### config.mk
export PLATFORM = sky130hd
export DESIGN_NAME = grid_rust_spread_dilation
export DESIGN_NICKNAME = d
export VERILOG_FILES = /design/src/sv/grsd_pkg.sv /design/src/sv/grsd_ram.sv /design/src/sv/grid_rust_spread_dilation.sv
export SDC_FILE = /design/constraint.sdc
export NUM_CORES = 1
export LEC_CHECK = 0
export ABC_AREA = 1
export BUFFER_PORTS_ARGS = -buffer_cell sky130_fd_sc_hd__buf_2
export CAP_MARGIN = 20
export CORE_MARGIN = 3
export CORE_UTILIZATION = 54
export DETAILED_ROUTE_END_ITERATION = 7
export HOLD_SLACK_MARGIN = 0.1
export PLACE_DENSITY = 0.73
export SLEW_MARGIN = 5
export SYNTH_ARGS = -nofsm -noshare
export SYNTH_HDL_FRONTEND = slang
export SYNTH_SLANG_ARGS = --single-unit
### constraint.sdc
create_clock -name clk -period 6.9 [get_ports clk]
set_input_delay 0.69 -clock clk [delete_from_list [all_inputs] [get_ports clk]]
set_output_delay 0.69 -clock clk [all_outputs]
set_load 0.01 [all_outputs]
### src/sv/grsd_pkg.sv
// Shared constants for the rust spread block.
// No dependencies.
`timescale 1ns / 1ps

package grsd_pkg;

	// Fixed row word width and default grid size
	localparam int ROW_W    = 16;
	localparam int GRID_DEF = 16;

	// Configuration port
	localparam int CFG_W    = 16;
	localparam int PDATA_W  = 32;
	localparam int PADDR_W  = 3;

	// Register indexes
	localparam logic REG_NUM_MOVES = 1'b0;

endpackage

### src/sv/grsd_ram.sv
// Generic simple dual-port RAM: one write port, one registered read port.
// No dependencies.
`timescale 1ns / 1ps

module grsd_ram #(
	parameter int WIDTH = 32,
	parameter int DEPTH = 16
) (
	input  logic                     clk,
	input  logic                     we,
	input  logic [$clog2(DEPTH)-1:0] waddr,
	input  logic [WIDTH-1:0]         wdata,
	input  logic [$clog2(DEPTH)-1:0] raddr,
	output logic [WIDTH-1:0]         rdata
);

	logic [WIDTH-1:0] mem [DEPTH];

	always_ff @(posedge clk) begin
		if (we) begin
			mem[waddr] <= wdata;
		end
		rdata <= mem[raddr];
	end

endmodule

### src/sv/grid_rust_spread_dilation.sv
// Rust spread block: load GRID rows, run up to num_moves 4-neighbor spread moves, emit GRID rows.
// Load: one row item per cycle. Compute: one sweep over the rows per move, stopping early once a move
// changes nothing. Emit: each row item passes RAM read, capture and hand-over states in turn.
// Move sweep rate is set by the single read port of the row RAM, one row per cycle.
// Reset clears control state and num_moves; row RAM contents are undefined until loaded.
// Depends on grsd_pkg and grsd_ram.
`timescale 1ns / 1ps

module grid_rust_spread_dilation #(
	parameter int GRID = grsd_pkg::GRID_DEF
) (
	input  logic                         clk,
	input  logic                         arst_n,
	// APB configuration port
	input  logic                         psel,
	input  logic                         penable,
	input  logic                         pwrite,
	input  logic [grsd_pkg::PADDR_W-1:0] paddr,
	input  logic [grsd_pkg::PDATA_W-1:0] pwdata,
	output logic [grsd_pkg::PDATA_W-1:0] prdata,
	output logic                         pready,
	// input rows
	input  logic                         in_valid,
	output logic                         in_ready,
	input  logic [grsd_pkg::ROW_W-1:0]   rust_row,
	input  logic [grsd_pkg::ROW_W-1:0]   wall_row,
	input  logic                         row_last,
	// output rows
	output logic                         out_valid,
	input  logic                         out_ready,
	output logic [grsd_pkg::ROW_W-1:0]   out_rust_row,
	output logic [grsd_pkg::ROW_W-1:0]   out_wall_row,
	output logic                         out_last
);

	localparam int RW     = grsd_pkg::ROW_W;
	localparam int AW     = $clog2(GRID);
	localparam int CNT_W  = $clog2(GRID + 1);
	localparam int STEP_W = $clog2(GRID + 2);
	localparam int COLS   = (GRID < RW) ? GRID : RW;
	localparam logic [RW-1:0] COL_MASK = {RW{1'b1}} >> (RW - COLS);

	typedef enum logic [2:0] {
		S_LOAD,
		S_MOVE,
		S_ERD,
		S_ECAP,
		S_EHOLD
	} state_t;

	state_t                    state_q;
	logic [CNT_W-1:0]          load_cnt_q;
	logic [STEP_W-1:0]         step_q;
	logic [grsd_pkg::CFG_W-1:0] move_cnt_q;
	logic [grsd_pkg::CFG_W-1:0] num_moves_q;
	logic                      changed_q;
	logic [AW-1:0]             row_q;
	logic                      out_valid_q;
	logic [RW-1:0]             out_rust_q;
	logic [RW-1:0]             out_wall_q;
	logic                      out_last_q;

	// sliding window over the move sweep
	logic [RW-1:0] prev_q;
	logic [RW-1:0] cur_q;
	logic [RW-1:0] wall_cur_q;

	logic                ram_we;
	logic [AW-1:0]       ram_waddr;
	logic [2*RW-1:0]     ram_wdata;
	logic [AW-1:0]       ram_raddr;
	logic [2*RW-1:0]     ram_rdata;

	logic          in_acc;
	logic          cfg_wr;
	logic [RW-1:0] next_row;
	logic [RW-1:0] nb;
	logic [RW-1:0] nv;
	logic          row_changed;
	logic          step_has_data;
	logic          step_writes;
	logic          step_end;

	// Row RAM: {wall, rust} per row
	grsd_ram #(
		.WIDTH (2 * RW),
		.DEPTH (GRID)
	) u_rows (
		.clk   (clk),
		.we    (ram_we),
		.waddr (ram_waddr),
		.wdata (ram_wdata),
		.raddr (ram_raddr),
		.rdata (ram_rdata)
	);

	// Config port
	assign pready = 1'b1;
	assign cfg_wr = psel && penable && pwrite;
	assign prdata = (paddr[2] == grsd_pkg::REG_NUM_MOVES) ?
		{{(grsd_pkg::PDATA_W - grsd_pkg::CFG_W){1'b0}}, num_moves_q} : '0;

	assign in_ready  = (state_q == S_LOAD);
	assign in_acc    = in_valid && in_ready;
	assign out_valid    = out_valid_q;
	assign out_rust_row = out_rust_q;
	assign out_wall_row = out_wall_q;
	assign out_last     = out_last_q;

	// Sweep step decode: row k-1 data lands at step k, row k-2 is written at step k
	assign step_has_data = (step_q >= STEP_W'(1)) && (step_q <= STEP_W'(GRID));
	assign step_writes   = (step_q >= STEP_W'(2));
	assign step_end      = (step_q == STEP_W'(GRID + 1));

	// One cross-shaped dilation step on the row in the window
	assign next_row    = step_has_data ? ram_rdata[RW-1:0] : '0;
	assign nb          = (cur_q << 1) | (cur_q >> 1) | prev_q | next_row;
	assign nv          = (cur_q | (nb & ~wall_cur_q)) & COL_MASK;
	assign row_changed = (nv != cur_q);

	// RAM port control
	always_comb begin
		ram_we    = 1'b0;
		ram_waddr = '0;
		ram_wdata = '0;
		ram_raddr = '0;
		case (state_q)
			S_LOAD: begin
				if (in_acc && (load_cnt_q < CNT_W'(GRID))) begin
					ram_we    = 1'b1;
					ram_waddr = load_cnt_q[AW-1:0];
					ram_wdata = {wall_row & COL_MASK, rust_row & COL_MASK};
				end
			end
			S_MOVE: begin
				if (step_q < STEP_W'(GRID)) begin
					ram_raddr = step_q[AW-1:0];
				end
				if (step_writes) begin
					ram_we    = 1'b1;
					ram_waddr = AW'(step_q - STEP_W'(2));
					ram_wdata = {wall_cur_q, nv};
				end
			end
			S_ERD: begin
				ram_raddr = row_q;
			end
			default: begin
			end
		endcase
	end

	// Window registers, no reset needed
	always_ff @(posedge clk) begin
		if (state_q == S_MOVE) begin
			if (step_q == '0) begin
				cur_q <= '0;
			end else begin
				prev_q     <= cur_q;
				cur_q      <= next_row;
				wall_cur_q <= ram_rdata[2*RW-1:RW];
			end
		end
	end

	// Control state and registered outputs
	always_ff @(posedge clk or negedge arst_n) begin
		if (!arst_n) begin
			state_q     <= S_LOAD;
			load_cnt_q  <= '0;
			step_q      <= '0;
			move_cnt_q  <= '0;
			num_moves_q <= '0;
			changed_q   <= 1'b0;
			row_q       <= '0;
			out_valid_q <= 1'b0;
			out_rust_q  <= '0;
			out_wall_q  <= '0;
			out_last_q  <= 1'b0;
		end else begin
			if (cfg_wr && (paddr[2] == grsd_pkg::REG_NUM_MOVES)) begin
				num_moves_q <= pwdata[grsd_pkg::CFG_W-1:0];
			end
			case (state_q)
				S_LOAD: begin
					if (in_acc) begin
						if (load_cnt_q < CNT_W'(GRID)) begin
							load_cnt_q <= load_cnt_q + CNT_W'(1);
						end
						if (row_last) begin
							step_q     <= '0;
							move_cnt_q <= '0;
							row_q      <= '0;
							state_q    <= (num_moves_q == '0) ? S_ERD : S_MOVE;
						end
					end
				end
				S_MOVE: begin
					if (step_q == '0) begin
						changed_q <= 1'b0;
					end else if (step_writes && row_changed) begin
						changed_q <= 1'b1;
					end
					if (step_end) begin
						step_q <= '0;
						// stop at the move count or once a move leaves the grid unchanged
						if (!(changed_q || row_changed) ||
							(move_cnt_q + grsd_pkg::CFG_W'(1) == num_moves_q)) begin
							row_q   <= '0;
							state_q <= S_ERD;
						end else begin
							move_cnt_q <= move_cnt_q + grsd_pkg::CFG_W'(1);
						end
					end else begin
						step_q <= step_q + STEP_W'(1);
					end
				end
				S_ERD: begin
					state_q <= S_ECAP;
				end
				S_ECAP: begin
					out_rust_q  <= ram_rdata[RW-1:0];
					out_wall_q  <= ram_rdata[2*RW-1:RW];
					out_last_q  <= (row_q == AW'(GRID - 1));
					out_valid_q <= 1'b1;
					state_q     <= S_EHOLD;
				end
				S_EHOLD: begin
					if (out_ready) begin
						out_valid_q <= 1'b0;
						if (out_last_q) begin
							load_cnt_q <= '0;
							state_q    <= S_LOAD;
						end else begin
							row_q   <= row_q + AW'(1);
							state_q <= S_ERD;
						end
					end
				end
				default: begin
					state_q <= S_LOAD;
				end
			endcase
		end
	end

endmodule

==> flow_results.org <==
** Power
- Dividing total power by cell area gives a power density of 520.0 nW/um^2.
- The worst-case IR drop observed on VDD is 0.3476 mV.
- Leakage power figure :: 11.43 nW
- Overall power consumption after layout is estimated at 16.20 mW.

** Timing
- In the finished design, the share of the clock period the worst path needs comes to 64.30%.
- Final-report max-slew violation count :: 0
- The number of hold-slack violations in the final timing report came to 0.
- Slew at the pin with the worst max-slew slack :: 1.260 ns
- Setup total negative slack on the finished layout was measured at 0 ns.
- Setup violations remaining at the end of the flow were counted as 0.
- In this run the tightest slew margin relative to its limit is 16.00%.
- Setup repair after global routing left no endpoint under its margin.
- Final worst-path setup slack :: 2.463 ns
- For the finished layout, the period the worst path requires is 4.437 ns.
- Maximum clock rate :: 225.4 MHz
- Clock skew on the completed layout was measured at 0.02147 ns.

** Run status
- The flow ran to the end, and the final reports show no timing, DRC or antenna violations.

** Floorplanning
- Row count :: 82
- The die covers 53680 um^2.
- For this configuration, the core starts out at a cell density of 54.72%.
- Floorplan die width :: 231.7 um
- IO Count :: 143
- Vert. Die Dim :: 231.7 um
- The floorplan step defined a core boundary enclosing 50270 um^2.

** Logic synthesis
- Cell count after synthesis :: 2331
- Sequential-to-total area share from yosys stat :: 71.10%
- Portion of synthesized cell area occupied by the leading cell type :: 61.13%
- Post-synthesis cell area :: 27510 um^2
- EDFF count, synth :: 560
- Yosys instantiated no cell more often than sky130_fd_sc_hd__edfxtp_1.
- Biggest area contributors in the synthesized netlist :: sky130_fd_sc_hd__edfxtp_1 61%, sky130_fd_sc_hd__dfrtp_1 7.6%, sky130_fd_sc_hd__o21ai_0 5.4%
- Area leader, netlist :: sky130_fd_sc_hd__edfxtp_1
- In this run, synthesis produced a sequential element count of 676.
- Of all flip-flops after synthesis, the portion carrying an async set or reset was 12.43%.
- Averaged over all synthesized cells, the footprint is 11.80 um^2.
- The synthesized netlist contains 45 unique library cells.
- For this run, the number of Yosys warnings is 0.
- Most numerous cell types in the synthesized netlist :: 560 x sky130_fd_sc_hd__edfxtp_1, 375 x sky130_fd_sc_hd__nor2_1, 321 x sky130_fd_sc_hd__nand2_1
- Most common flop cell mapped by yosys :: sky130_fd_sc_hd__edfxtp_1

** Detailed routing
- The detailed router finished its first iteration with 2606 violations.
- Vias :: 19150
- Dividing the detail-routed via count by the number of cells gives 6.049.
- Residual DRC count :: 0
- Dividing the detail-routed wire length by the instance count gives 22.59 um.
- In this run the remaining antenna-violating nets after routing total 0.
- For this run, the detailed router's first-pass iteration total came to 6.
- Overall routed net length :: 71510 um

** Clocking
- Root Buffer Master :: sky130_fd_sc_hd__clkbuf_16
- The later pin in the worst-skew pair is clocked with a latency of 0.59 ns.
- Clock slew at reported path FFs :: 0.06 ns
- In this run, post-CTS repair resized a total of 0 instances.
- Clk sinks :: 676
- TritonCTS built the clock tree.
- Setup Fix Bufs, Post-CTS :: 0
- Total clock buffers created by CTS :: 67
- The clock passes through at most 3 buffers.
- In this run the number of H-tree levels came out at 3.
- After clock tree synthesis, the flow added hold-fix buffers numbering 1.

** Placement
- Placement Setup Slack :: 2.627 ns
- Placer congestion estimate :: 0.8966
- Dpl hpwl :: 40860 um
- Input and output buffers added on the ports amount to 107.

** Min path
- Class of the worst hold path :: in -> reg

** Critical path
- Top delay family on crit path :: simple AND/OR/NAND/NOR gates
- Worst endpoint required time :: 7.15 ns
- Number of buffers and inverters on the critical path :: 4
- CP most frequent cell :: sky130_fd_sc_hd__buf_4
- The critical path goes through nor2_1, nand2_2, inv_2, nand2_1, buf_4, o22ai_1, inv_1, or2_1, nor2_4, buf_4.
- Type of the worst setup path :: reg -> reg
- At the worst endpoint, the arrival time is 4.69 ns.
- STA classifies the critical path endpoint as a flop.
- On the worst path, the slowest cell contributes a delay of 0.72 ns.
- The slowest stage of the critical path belongs to the cell sky130_fd_sc_hd__nor2_4.
- Startpoint type of the worst setup path :: flop
- Crit Path Max Fanout :: 38

** Layout
- Relative to the synthesized area, the layout overhead comes to 13.25%.
- Utilization of the core after routing :: 61.96%
- For this run, the post-layout net count is 2527.
- Fraction of final layout cells with drive strength greater than 1 :: 12.76%
- The number of antenna diodes in the final layout is 0.
- Fill cells in the final layout number 3759.

** GRT
- Total global routing overflow :: 0
- Wire length of the first global-routing pass :: 107900 um
- Global routing consumed, over all layers together, 26.40% of the routing resources.
- The via count of the first global-routing pass came to 18320.
- Maximum number of pins on one net before global-route repair :: 237
- Antenna violations before repair :: 0

** Run
- Max-cap violations in this run came to 0.
-- stage by stage --
stage	std cells	hold slack (ns)	instance area (um^2)
floorplan	2346	0.3944	27560
global placement	3042	0.4143	28980
detailed placement	3043	0.4228	28980
CTS	3164	0.3176	31140
global route	3165	0.3446	31150
finish	3165	0.3437	31150
-- cells by family (layout without fill, tap and decap cells) --
logic type      Yosys count  in the layout  synth area share [%]
compound gates          550            550                 11.93
xor+xnor                  5              5                0.2093
fa+ha+maj                10             10                0.4549
buf+inv                 248            395                 3.730
flops                   676            676                 71.10
other cells               2             17               0.02730
simple gates            840            840                 12.54
-- metal layers --
| metal | part of all wire [%] | GRT usage [%] |
|---|---|---|
| met5 | 0 | 0 |
| met4 | 3.4 | 9.973 |
| met3 | 9.0 | 4.293 |
| met2 | 48 | 42.51 |
| met1 | 39 | 36.54 |
-- area by class of cell --
type                    instances  area, um^2  share of cell area [%]
flip-flops and latches        676       19560                   62.79
clock buffers                  93        1899                   6.097
well taps                     672       840.8                   2.699
clock inverters                27       250.2                  0.8033
repair buffers                173        1059                   3.398
multi-input cells            1422        7154                   22.97
inverters                     102       389.1                   1.249
-- worst register-to-register path: cells and delay by family, from the launching register on --
| family | cells | cell delay, ns |
|---|---|---|
| flops | 1 | 0.42 |
| simple gates | 5 | 1.87 |
| compound gates | 1 | 0.35 |
| buf+inv | 4 | 1.45 |
-- state kept, by name (all words and copies together) (netlist names), 16 cells and up --
register      cells
u_rows.mem      512
u_rows.rdata     32
cur_q            16
move_cnt_q       16
num_moves_q      16
out_rust_row     16
out_wall_row     16
prev_q           16
wall_cur_q       16
-- worst paths after layout --
path,from,endpoint,slack (ns),cells past startpoint
setup / recovery,state_q[2],u_rows.mem[11][7],2.46,10
hold / removal,pwdata[1],num_moves_q[1],0.34,3
setup reg to reg,state_q[2],u_rows.mem[11][7],2.46,10
hold reg to reg,u_rows.rdata[27],wall_cur_q[11],0.43,0
max in group asynchronous,arst_n,move_cnt_q[12],5.21,3
min in group asynchronous,arst_n,out_wall_row[15],0.48,2
-- where the power goes --
group / leakage (nW) / internal [mW] / switching (mW)
combinational: 3.84 / 1.45 / 4.02
sequential: 6.54 / 6.64 / 0.501
clock: 1.05 / 2.08 / 1.49
total: 11.4 / 10.2 / 6.02
-- placed cells by master (no fill, tap or decap), types with 3 or more instances in the layout --
cell / instances
sky130_fd_sc_hd__nor3_1: 23
sky130_fd_sc_hd__clkbuf_1: 18
sky130_fd_sc_hd__ha_1: 10
sky130_fd_sc_hd__nor2_2: 4
sky130_fd_sc_hd__o221ai_1: 68
sky130_fd_sc_hd__clkinv_1: 8
sky130_fd_sc_hd__nand2_2: 4
sky130_fd_sc_hd__buf_4: 63
sky130_fd_sc_hd__nand2_1: 320
sky130_fd_sc_hd__edfxtp_1: 560
sky130_fd_sc_hd__clkbuf_8: 4
sky130_fd_sc_hd__conb_1: 17
sky130_fd_sc_hd__nand3b_1: 6
sky130_fd_sc_hd__inv_1: 89
sky130_fd_sc_hd__clkbuf_16: 71
sky130_fd_sc_hd__dfrtp_1: 84
sky130_fd_sc_hd__bufinv_16: 4
sky130_fd_sc_hd__o211ai_1: 60
sky130_fd_sc_hd__nand3_1: 78
sky130_fd_sc_hd__clkinvlp_4: 3
sky130_fd_sc_hd__o21ai_1: 13
sky130_fd_sc_hd__inv_6: 3
sky130_fd_sc_hd__nor2_1: 359
sky130_fd_sc_hd__nor3b_1: 3
sky130_fd_sc_hd__nor2_4: 18
sky130_fd_sc_hd__nand4_1: 15
sky130_fd_sc_hd__a21oi_1: 41
sky130_fd_sc_hd__o22ai_1: 65
sky130_fd_sc_hd__inv_2: 9
sky130_fd_sc_hd__clkinv_2: 11
sky130_fd_sc_hd__nand2_4: 4
sky130_fd_sc_hd__dfxtp_1: 32
sky130_fd_sc_hd__o21ai_0: 294
sky130_fd_sc_hd__buf_2: 107
Power figures use the tool's default switching activity.
